`src/design/pssp_pkg.sv`:
```
package pssp_pkg;

  localparam int FracBits = 14;
  localparam int One      = 1 << FracBits;

  localparam logic [1:0] RegPtrX = 2'd0;
  localparam logic [1:0] RegPtrY = 2'd1;
  localparam logic [1:0] RegMode = 2'd2;

  localparam logic [1:0] ModeNone = 2'd0;
  localparam logic [1:0] ModePull = 2'd2;

  localparam longint QLimit    = ((longint'(1) << (2 * FracBits)) - 1) / 5;
  localparam int     DistOfs   = (One + 5000) / 10000;
  localparam int     ForceBase = (One * 45 + 50) / 100;
  localparam int     HalfCol   = (10 * One) / 2;

  typedef struct packed {
    logic               pull;
    logic               active;
    logic signed [16:0] dx;
    logic signed [16:0] dy;
    logic signed [15:0] v1x;
    logic signed [15:0] v1y;
    logic signed [15:0] px;
    logic signed [15:0] py;
  } sq_tag_t;

  typedef struct packed {
    logic               active;
    logic               neg_x;
    logic               neg_y;
    logic signed [15:0] v1x;
    logic signed [15:0] v1y;
    logic signed [15:0] px;
    logic signed [15:0] py;
  } dv_tag_t;

  function automatic logic [10:0] div125(input logic [16:0] x);
    logic [34:0] p;
    p = 35'(x) * 35'(134218);
    return p[34:24];
  endfunction

  function automatic logic [15:0] div25(input logic [19:0] x);
    logic [40:0] p;
    p = 41'(x) * 41'(1342178);
    return p[40:25];
  endfunction

  function automatic logic [9:0] div5(input logic [11:0] x);
    logic [24:0] p;
    p = 25'(x) * 25'(6554);
    return p[24:15];
  endfunction

  function automatic logic signed [15:0] sat16(input logic signed [17:0] x);
    logic signed [15:0] r;
    if (x > 18'sd32767) begin
      r = 16'sh7fff;
    end else if (x < -18'sd32768) begin
      r = -16'sh8000;
    end else begin
      r = x[15:0];
    end
    return r;
  endfunction

  function automatic logic [7:0] clamp8(input logic [9:0] x);
    return (x > 10'd255) ? 8'd255 : x[7:0];
  endfunction

endpackage

```
`src/design/pssp_sqrt.sv`:
```
module pssp_sqrt import pssp_pkg::*; #(
  parameter int TagW = 8
) (
  input  logic              clk_i,
  input  logic              rst_ni,
  input  logic              valid_i,
  input  logic [25:0]       rad_i,
  input  logic [TagW-1:0]   tag_i,
  output logic              valid_o,
  output logic [12:0]       root_o,
  output logic [TagW-1:0]   tag_o
);

  localparam int Steps = 13;
  localparam int RadW  = 2 * Steps;

  logic            vld  [Steps+1];
  logic [RadW-1:0] rad  [Steps+1];
  logic [15:0]     rem  [Steps+1];
  logic [12:0]     root [Steps+1];
  logic [TagW-1:0] tag  [Steps+1];

  assign vld[0]  = valid_i;
  assign rad[0]  = rad_i;
  assign rem[0]  = '0;
  assign root[0] = '0;
  assign tag[0]  = tag_i;

  for (genvar k = 0; k < Steps; k++) begin : g_step
    logic [15:0] rsh;
    logic [15:0] trial;
    logic [15:0] rem_d;
    logic [12:0] root_d;

    always_comb begin
      rsh   = {rem[k][13:0], rad[k][RadW-1 -: 2]};
      trial = {1'b0, root[k], 2'b01};
      if (rsh >= trial) begin
        rem_d  = rsh - trial;
        root_d = {root[k][11:0], 1'b1};
      end else begin
        rem_d  = rsh;
        root_d = {root[k][11:0], 1'b0};
      end
    end

    always_ff @(posedge clk_i or negedge rst_ni) begin
      if (!rst_ni) begin
        vld[k+1] <= 1'b0;
      end else begin
        vld[k+1] <= vld[k];
      end
    end

    always_ff @(posedge clk_i) begin
      rad[k+1]  <= {rad[k][RadW-3:0], 2'b00};
      rem[k+1]  <= rem_d;
      root[k+1] <= root_d;
      tag[k+1]  <= tag[k];
    end
  end

  assign valid_o = vld[Steps];
  assign root_o  = root[Steps];
  assign tag_o   = tag[Steps];

endmodule

```
`config.mk`:
```
export PLATFORM = sky130hd
export DESIGN_NAME = pssp_sqrt
export DESIGN_NICKNAME = d
export VERILOG_FILES = /design/src/design/pssp_pkg.sv /design/src/design/pssp_sqrt.sv
export SDC_FILE = /design/constraint.sdc
export NUM_CORES = 1
export LEC_CHECK = 0
export ABC_AREA = 0
export BUFFER_PORTS_ARGS = -buffer_cell sky130_fd_sc_hd__buf_2
export CORE_ASPECT_RATIO = 2
export CORE_MARGIN = 2
export CORE_UTILIZATION = 30
export DETAILED_ROUTE_END_ITERATION = 12
export HOLD_SLACK_MARGIN = 0.1
export PLACE_DENSITY = 0.44
export SLEW_MARGIN = 20
export SYNTH_ARGS = -nofsm -noshare
export SYNTH_HDL_FRONTEND = slang
export SYNTH_SLANG_ARGS = --single-unit
```
`constraint.sdc`:
```
create_clock -name clk_i -period 5.17 [get_ports clk_i]
set_input_delay 0.7755 -clock clk_i [delete_from_list [all_inputs] [get_ports clk_i]]
set_output_delay 0.7755 -clock clk_i [all_outputs]
set_load 0.005 [all_outputs]
```
==> metrics.txt <==
Hold Path Class=input pin to flop; Core Box Area=0.05541 mm2; post-synth top area cell=dfxtp_1; outcome=finished, final reports clean; global placer's final weighted congestion=0.8317; maximum operating frequency=352.3 MHz; Internal Power=7.439 mW; vias in the first global route=about 11000; slack of the critical path=around 2300 ps; minimum clock period=roughly 2800 ps; RSZ-0062 raised after global routing=no; # DRC=0; Least-Margin Pin Slew=1075 ps; post-place instance area=0.01798 mm2; # IOs=59; Comb pwr share=17.5%; vias=10060; Commonest cells post-synth=505 x dfxtp_1, 118 x inv_1, 103 x ha_1, 62 x nand2_1, 57 x nor2_1; CTS tree=built; min-delay src=tag_i[3]; global route overflow=0; DPL Wire Length=24220 um; initial antenna violation count=0; Die Ht=339.2 um; hold path cells=1; Slew headroom=approximately 28%; register-to-register path setup slack=between 2000 and 2500 ps; Crit path arrival time=~3300 ps; Detailed Routing Iterations Pass 1=4; setup tns final=0 ps; ant diodes=0; leak pwr=8.885 nW; Post-synth ARST share=2.510%; Avg Inst Size Synth=approximately 12 um2; TritonCTS Buffers=48; Worst Skew=17.60 ps; Max FO, Critical Path=13; die width=171.6 um; H-tree depth=2; Yosys cell types=64; Net count, final=1674; Clock Tree Buf Depth=3; fin cells=2316; fin crit share=between 50% and 60%; r2r startpoint=g_step[10].trial[6]; Clk pwr share=34.2%; post-synthesis register bit count=around 520; Post-Syn Nets=1584; CTS root buffer=clkbuf_16; Clock transition at path regs=approximately 70 ps; Seq/Total Area, Yosys=61.91%; synthesis-to-layout area growth=16.06%; Post-DRT Antenna Nets=0; global-route usage over all layers=11.32%; worst r2r path cells=7; Max Slew Vio Count=0; most common cell in the netlist=dfxtp_1; first-pass GRT wire length=51830 um; Synth top area share=59.98%; DR WL/cell=13.73 um; EDFF count, synth=0; Resized cells post-CTS=0; crit path capture type=flop; PD cells=522.7 mW/mm2; die area=0.05821 mm2; DR vias/cell=4.344; DR iter-0 viols=293; later-pin clock latency in the skew report=580 ps; Cells after DPL=about 2200; Worst Hold Endpoint=tag[99]; pin count of the biggest net entering global routing=17; Post-synth top flop=dfxtp_1; final core utilization=35.30%; r2r endpoint=g_step[11].rsh[11]; WS Path Type=flop to flop; CP Data Required Time=5640 ps; max cap viols=0; PortBufs=between 50 and 60; cells taking the most area after synthesis=dfxtp_1 60%, ha_1 7.6%, mux2_2 3.2%; Final Setup Violations=0; P_sw=2.786 mW; Power Total=10.22 mW; Post-CTS Hold Buffers=1; clk sinks=518; Yosys warning count=0; Netlist Area Pre-Place=0.01686 mm2; Hold Slack=289.8 ps; final hold violation count=0; std cell rows=122; initial core utilization=30.42%; Post CTS Setup Buffer Count=0; fraction of layout cells with a size suffix above 1=13.04%; final WL=31790 um; Max IR drop VDD=272.3 uV; Place WS=2276 ps; switch share=27.24%; register share of total power=48.3%; crit start category=flop; Syn Inst Count=1444; fin area=0.01956 mm2
## cell type report
class,count,area [um2]
fill,5518,35850
sequential,518,10440
multi-input combinational,786,5858
clock buffer,64,1311
tap,744,930.9
inverter,118,442.9
timing repair buffer,62,322.8
clock inverter,24,261.5
## cell usage in the layout, fill, tap and decap left out, drive strengths merged, types with 16 or more instances in the layout
cell type and count:
clkinv 16, clkbuf 64, a21oi 48, nor2 57
a21o 19, o21a 24, mux2 48, nor2b 20
xor2 49, inv 122, o21ai 56, or3 20
ha 103, dfxtp 505, buf 61, nor3 44
xnor2 48, nand2b 16, nand3 17, nand2 62
## power groups by stage
| stage | Combinational [mW] | Sequential [mW] | Clock [mW] |
|---|---|---|---|
| after CTS | 1.83 | 4.94 | 3.67 |
| after global placement | 1.78 | 5.03 | 0 |
| after global routing | 2.02 | 5.00 | 3.82 |
| final | 1.79 | 4.93 | 3.50 |
| after floorplan | 1.41 | 4.91 | 0 |
| after detailed placement | 1.81 | 5.03 | 0 |
## registers in the layout, indices dropped and copies added (netlist names)
name / count
vld: 12
tag_o: 8
g_step.rsh: 178
rad: 132
valid_o: 1
tag: 96
root_o: 13
g_step.trial: 78
## worst max-delay path, cell delays in order (launching register included)
cell      delay [ps]
dfxtp_1          330
inv_1             50
ha_1             400
nand2_1           90
o21ai_0          640
o211ai_1         230
nand3_1          570
mux2_2           410
## layer usage
layer  GRT usage, %  wire length (um)  vias to the layer above
met3          1.959              1111                      105
met4          8.157              2240                        0
met1          8.125              9170                     4668
met2          24.30             19270                      181
met5              0                 0                        -
li1               -                 -                     5106
## worst max-delay path by stage
stage | cells after the start | slack, ps | startpoint | endpoint
after floorplan | 9 | 2760 | g_step[11].trial[2] | g_step[12].rsh[10]
after global placement | 8 | 2300 | g_step[4].trial[2] | g_step[5].rsh[15]
after detailed placement | 8 | 2280 | g_step[4].trial[2] | g_step[5].rsh[15]
after CTS | 8 | 2260 | g_step[4].trial[2] | g_step[5].rsh[15]
after global routing | 8 | 2100 | g_step[4].trial[2] | g_step[5].rsh[15]
final | 7 | 2330 | g_step[10].trial[6] | g_step[11].rsh[11]
## kinds of logic after synthesis
family	synth area share, %
AO/OA/AOI/OAI	8.900
XOR/XNOR	5.040
adder cells (fa/ha/maj)	7.646
buffers and inverters	3.370
flip-flops	61.91
multiplexers	3.741
other	0.02225
AND/OR/NAND/NOR	9.375
Note: power is estimated with default switching activity, not from simulation.
