<file path="src/design/pssp_pkg.sv">
package pssp_pkg;

  localparam int FracBits = 14;
  localparam int One      = 1 << FracBits;

  localparam logic [1:0] RegPtrX = 2'd0;
  localparam logic [1:0] RegPtrY = 2'd1;
  localparam logic [1:0] RegMode = 2'd2;

  localparam logic [1:0] ModeNone = 2'd0;
  localparam logic [1:0] ModePull = 2'd2;

  localparam longint QLimit    = ((longint'(1) << (2 * FracBits)) - 1) / 5;
  localparam int     DistOfs   = (One + 5000) / 10000;
  localparam int     ForceBase = (One * 45 + 50) / 100;
  localparam int     HalfCol   = (10 * One) / 2;

  typedef struct packed {
    logic               pull;
    logic               active;
    logic signed [16:0] dx;
    logic signed [16:0] dy;
    logic signed [15:0] v1x;
    logic signed [15:0] v1y;
    logic signed [15:0] px;
    logic signed [15:0] py;
  } sq_tag_t;

  typedef struct packed {
    logic               active;
    logic               neg_x;
    logic               neg_y;
    logic signed [15:0] v1x;
    logic signed [15:0] v1y;
    logic signed [15:0] px;
    logic signed [15:0] py;
  } dv_tag_t;

  function automatic logic [10:0] div125(input logic [16:0] x);
    logic [34:0] p;
    p = 35'(x) * 35'(134218);
    return p[34:24];
  endfunction

  function automatic logic [15:0] div25(input logic [19:0] x);
    logic [40:0] p;
    p = 41'(x) * 41'(1342178);
    return p[40:25];
  endfunction

  function automatic logic [9:0] div5(input logic [11:0] x);
    logic [24:0] p;
    p = 25'(x) * 25'(6554);
    return p[24:15];
  endfunction

  function automatic logic signed [15:0] sat16(input logic signed [17:0] x);
    logic signed [15:0] r;
    if (x > 18'sd32767) begin
      r = 16'sh7fff;
    end else if (x < -18'sd32768) begin
      r = -16'sh8000;
    end else begin
      r = x[15:0];
    end
    return r;
  endfunction

  function automatic logic [7:0] clamp8(input logic [9:0] x);
    return (x > 10'd255) ? 8'd255 : x[7:0];
  endfunction

endpackage

</file>
<file path="src/design/pssp_div.sv">
module pssp_div import pssp_pkg::*; #(
  parameter int TagW = 8
) (
  input  logic              clk_i,
  input  logic              rst_ni,
  input  logic              valid_i,
  input  logic [22:0]       num_a_i,
  input  logic [22:0]       num_b_i,
  input  logic [13:0]       den_i,
  input  logic [TagW-1:0]   tag_i,
  output logic              valid_o,
  output logic [9:0]        quot_a_o,
  output logic [9:0]        quot_b_o,
  output logic [TagW-1:0]   tag_o
);

  localparam int Steps = 10;
  localparam int NumW  = 23;

  logic            vld [Steps+1];
  logic [NumW-1:0] ra  [Steps+1];
  logic [NumW-1:0] rb  [Steps+1];
  logic [Steps-1:0] qa [Steps+1];
  logic [Steps-1:0] qb [Steps+1];
  logic [13:0]     den [Steps+1];
  logic [TagW-1:0] tag [Steps+1];

  assign vld[0] = valid_i;
  assign ra[0]  = num_a_i;
  assign rb[0]  = num_b_i;
  assign qa[0]  = '0;
  assign qb[0]  = '0;
  assign den[0] = den_i;
  assign tag[0] = tag_i;

  for (genvar k = 0; k < Steps; k++) begin : g_step
    logic [NumW-1:0] dsh;
    logic            ba;
    logic            bb;

    always_comb begin
      dsh = NumW'(den[k]) << (Steps - 1 - k);
      ba  = (ra[k] >= dsh);
      bb  = (rb[k] >= dsh);
    end

    always_ff @(posedge clk_i or negedge rst_ni) begin
      if (!rst_ni) begin
        vld[k+1] <= 1'b0;
      end else begin
        vld[k+1] <= vld[k];
      end
    end

    always_ff @(posedge clk_i) begin
      ra[k+1]  <= ba ? ra[k] - dsh : ra[k];
      rb[k+1]  <= bb ? rb[k] - dsh : rb[k];
      qa[k+1]  <= {qa[k][Steps-2:0], ba};
      qb[k+1]  <= {qb[k][Steps-2:0], bb};
      den[k+1] <= den[k];
      tag[k+1] <= tag[k];
    end
  end

  assign valid_o  = vld[Steps];
  assign quot_a_o = qa[Steps];
  assign quot_b_o = qb[Steps];
  assign tag_o    = tag[Steps];

endmodule

</file>
<file path="config.mk">
export PLATFORM = sky130hd
export DESIGN_NAME = pssp_div
export DESIGN_NICKNAME = d
export VERILOG_FILES = /design/src/design/pssp_pkg.sv /design/src/design/pssp_div.sv
export SDC_FILE = /design/constraint.sdc
export NUM_CORES = 1
export LEC_CHECK = 0
export ABC_CLOCK_PERIOD_IN_PS = 4960
export BUFFER_PORTS_ARGS = -buffer_cell sky130_fd_sc_hd__buf_2
export CORE_AREA = 2 2 257 259
export DETAILED_ROUTE_END_ITERATION = 8
export DIE_AREA = 0 0 259 261
export GPL_TIMING_DRIVEN = 1
export HOLD_SLACK_MARGIN = 0.06
export PLACE_DENSITY_LB_ADDON = 0.25
export SLEW_MARGIN = 20
export SYNTH_ARGS = -nofsm -noshare
export SYNTH_HDL_FRONTEND = slang
export SYNTH_SLANG_ARGS = --single-unit
export TNS_END_PERCENT = 10
</file>
<file path="constraint.sdc">
create_clock -name clk_i -period 4.96 [get_ports clk_i]
set_input_delay 0.496 -clock clk_i [delete_from_list [all_inputs] [get_ports clk_i]]
set_output_delay 0.496 -clock clk_i [all_outputs]
set_load 0.05 [all_outputs]
</file>
==> results.txt <==
Die Wd - 259 um
# DRC - 0
Pwr Total - 24.4 mW
Worst skew pair latency - 610 ps
Pwr dens - 663 nW/um2
Crit Reg-Reg Endpoint - ra[151]
Crit Path Max Fanout - 15
Global-route wire length before repair - 115000 um
Worst Setup Path Type - flop to flop
Mapped Cells - 3307
Die span in y - 261 um
H-tree Lvls - 3
CTS tree - yes
Hold Startpoint - num_a_i[14]
Worst Setup Start Kind - flop
CP Launch Point - den[99]
Slack of the critical path - 1490 ps
Seq pwr share - 35.8%
Ant diodes - 0
Clock skew - 22.0 ps
Setup crit end - ra[151]
Die area - 67600 um2
Initial antenna violation count - 0
Worst R2R Path Depth - 10
Clk network pwr share - 26.7%
CTS Root Buffer Type - clkbuf_16
Period minus WS final - 3470 ps
Post-CTS Setup Bufs - 0
Finished Core Util - 56.6%
Placed Area - 33400 um2
Crit Reg-Reg Startpoint - den[99]
FF/Latch Area - 14900 um2
Syn Nets - 3676
Num ports - 100
Yosys Warn Count - 0
Worst Setup End Kind - flop
Hold Crit Depth - 3
Worst vdd ir - 0.302 mV
GRT overflow - 0
Clock buffer depth - 3
Mapped Area - 32200 um2
Slew Limit Fails - 0
Input/output buffers - 99
Post-layout net count - 3827
R2R Setup Slk - 1490 ps
Final Hold Fails - 0
Worst-path clk slew - 60 ps
Fillers - 5703
Tightest Pin Transition - 1050 ps
Vias in the first global route - 22500
Slew HR - 30.0%
Share of cells above drive strength 1 - 9.91%
P_int - 16.1 mW
Core Region - 65000 um2
Via count - 22800
Clock Sinks - 740
Lkg Pwr - 16.1 nW
Crit share post-route - 70.0%
Total Neg Setup Slack - 0 ps
Post-synthesis sequential area ratio - 46.2%
Routed WL - 72000 um
DRT antenna net count - 0
Req. time, crit path - 5450 ps
Yosys cell types - 90
Max-cap violations - 0
Site Rows - 94
Num CTS Buffers - 79
RSZ-0062 raised after global routing - no
Placer Congestion - 0.905
Routed vias/inst - 5.20
#FFs+latches synth - 740
Final HPWL DP - 56800 um
HP Class - input port to flop
CP arrival - 3960 ps
Async set or reset register ratio after synthesis - 1.35%
Router iterations before antenna repair - 5
GRT Overall Usage - 21.3%
Status - complete, no violations
Sw power - 8.32 mW
Area Growth Syn to Fin - 14.3%
Number of synthesized flops with an enable pin - 0
Largest net degree at the start of global routing - 31
Logic pwr share - 37.6%
DRT iter0 DRCs - 1376
Final setup fails - 0
Initial core utilization - 49.5%
Design Area, Final - 36800 um2
Multi-input logic area - 16100 um2
FMAX - 288 MHz
Post-Syn Area per Cell - 9.74 um2
Wire per inst - 16.4 um
Pre-CTS setup slack - 1400 ps
Net Sw Frac - 34.1%
Main synth FF type - dfxtp_1
[stage by stage]
step | hold slack [ps] | instances
floorplan | 200 | 3307
global placement | 309 | 4199
detailed placement | 312 | 4199
CTS | 89.8 | 4384
global route | 108 | 4384
finish | 122 | 4384
[flip-flops by register name, summed over array words and instances (netlist names)]
signal,flops
valid_o,1
ra,207
qb,45
quot_b_o,10
tag_o,8
qa,45
tag,72
quot_a_o,10
den,126
rb,207
vld,9
[timing repair]
action                                 in CTS  in global routing
hold buffers                               42                  0
endpoints found under the hold margin      51                  0
resized for setup                           0                  0
[cells in the mapped netlist (all sizes together), types with 36 or more instances]
master / number / area share (%)
a21oi: 224 / 3.5
o21ai: 253 / 3.9
nand2b: 51 / 0.99
nand3: 44 / 0.68
ha: 280 / 11
xor2: 120 / 3.3
o21a: 42 / 0.98
nor2: 208 / 2.4
nand2: 229 / 2.7
nor3: 65 / 1.0
mux2: 54 / 1.9
a21o: 95 / 2.2
inv: 226 / 2.6
nor4: 36 / 0.70
xnor2: 116 / 3.2
dfxtp: 730 / 45
nor2b: 42 / 0.82
buf: 51 / 1.1
[critical path, stage by stage (launching register included)]
cell	delay (ps)
dfxtp_1	420
inv_1	110
ha_1	290
nor2b_1	140
o31a_1	290
o21bai_2	150
a21boi_1	140
a2111oi_2	480
o21ai_1	140
a31oi_2	750
mux2_2	430
[routing by layer]
layer / vias to the layer above / GRT usage [%] / part of all wire, %
met4: 0 / 14.0 / 6.7
met3: 196 / 2.72 / 3.3
li1: 11900 / - / -
met2: 517 / 39.0 / 50
met1: 10200 / 23.1 / 40
met5: - / 0 / 0
[cell usage in the layout, fill, tap and decap left out, types with 82 or more instances in the layout]
cell type  count
dfxtp_1      730
ha_1         280
o21ai_0      246
nand2_1      229
inv_1        225
a21oi_1      221
nor2_1       208
xor2_1       120
xnor2_1      116
buf_2         99
a21o_1        95
clkbuf_16     82
[power by group through the flow]
stage	Clock, mW	Sequential, mW	Combinational (mW)
after floorplan	0	8.45	7.56
after global placement	0	8.84	8.99
after detailed placement	0	8.83	9.06
after CTS	6.68	8.72	9.15
after global routing	6.93	8.90	10.4
final	6.51	8.72	9.16
[area by class of cell]
type / count / share of cell area, %
multi-input combinational: 2259 / 43.6
tap: 864 / 2.94
clock buffer: 97 / 6.05
inverter: 226 / 2.30
clock inverter: 46 / 2.03
timing repair buffer: 152 / 2.71
sequential: 740 / 40.4
[logic make-up after synthesis]
family | after synthesis | share of synthesized area [%]
compound gates | 819 | 16.0
buf+inv | 308 | 4.08
xor+xnor | 236 | 6.42
mux | 66 | 2.27
flops | 740 | 46.2
fa+ha+maj | 298 | 12.0
simple gates | 840 | 13.1
[worst min path at each step]
| stage | endpoint |
|---|---|
| after floorplan | valid_o |
| after global placement | tag[44] |
| after detailed placement | qb[21] |
| after CTS | ra[221] |
| after global routing | ra[221] |
| final | ra[221] |
Note: power is estimated with default switching activity, not from simulation.
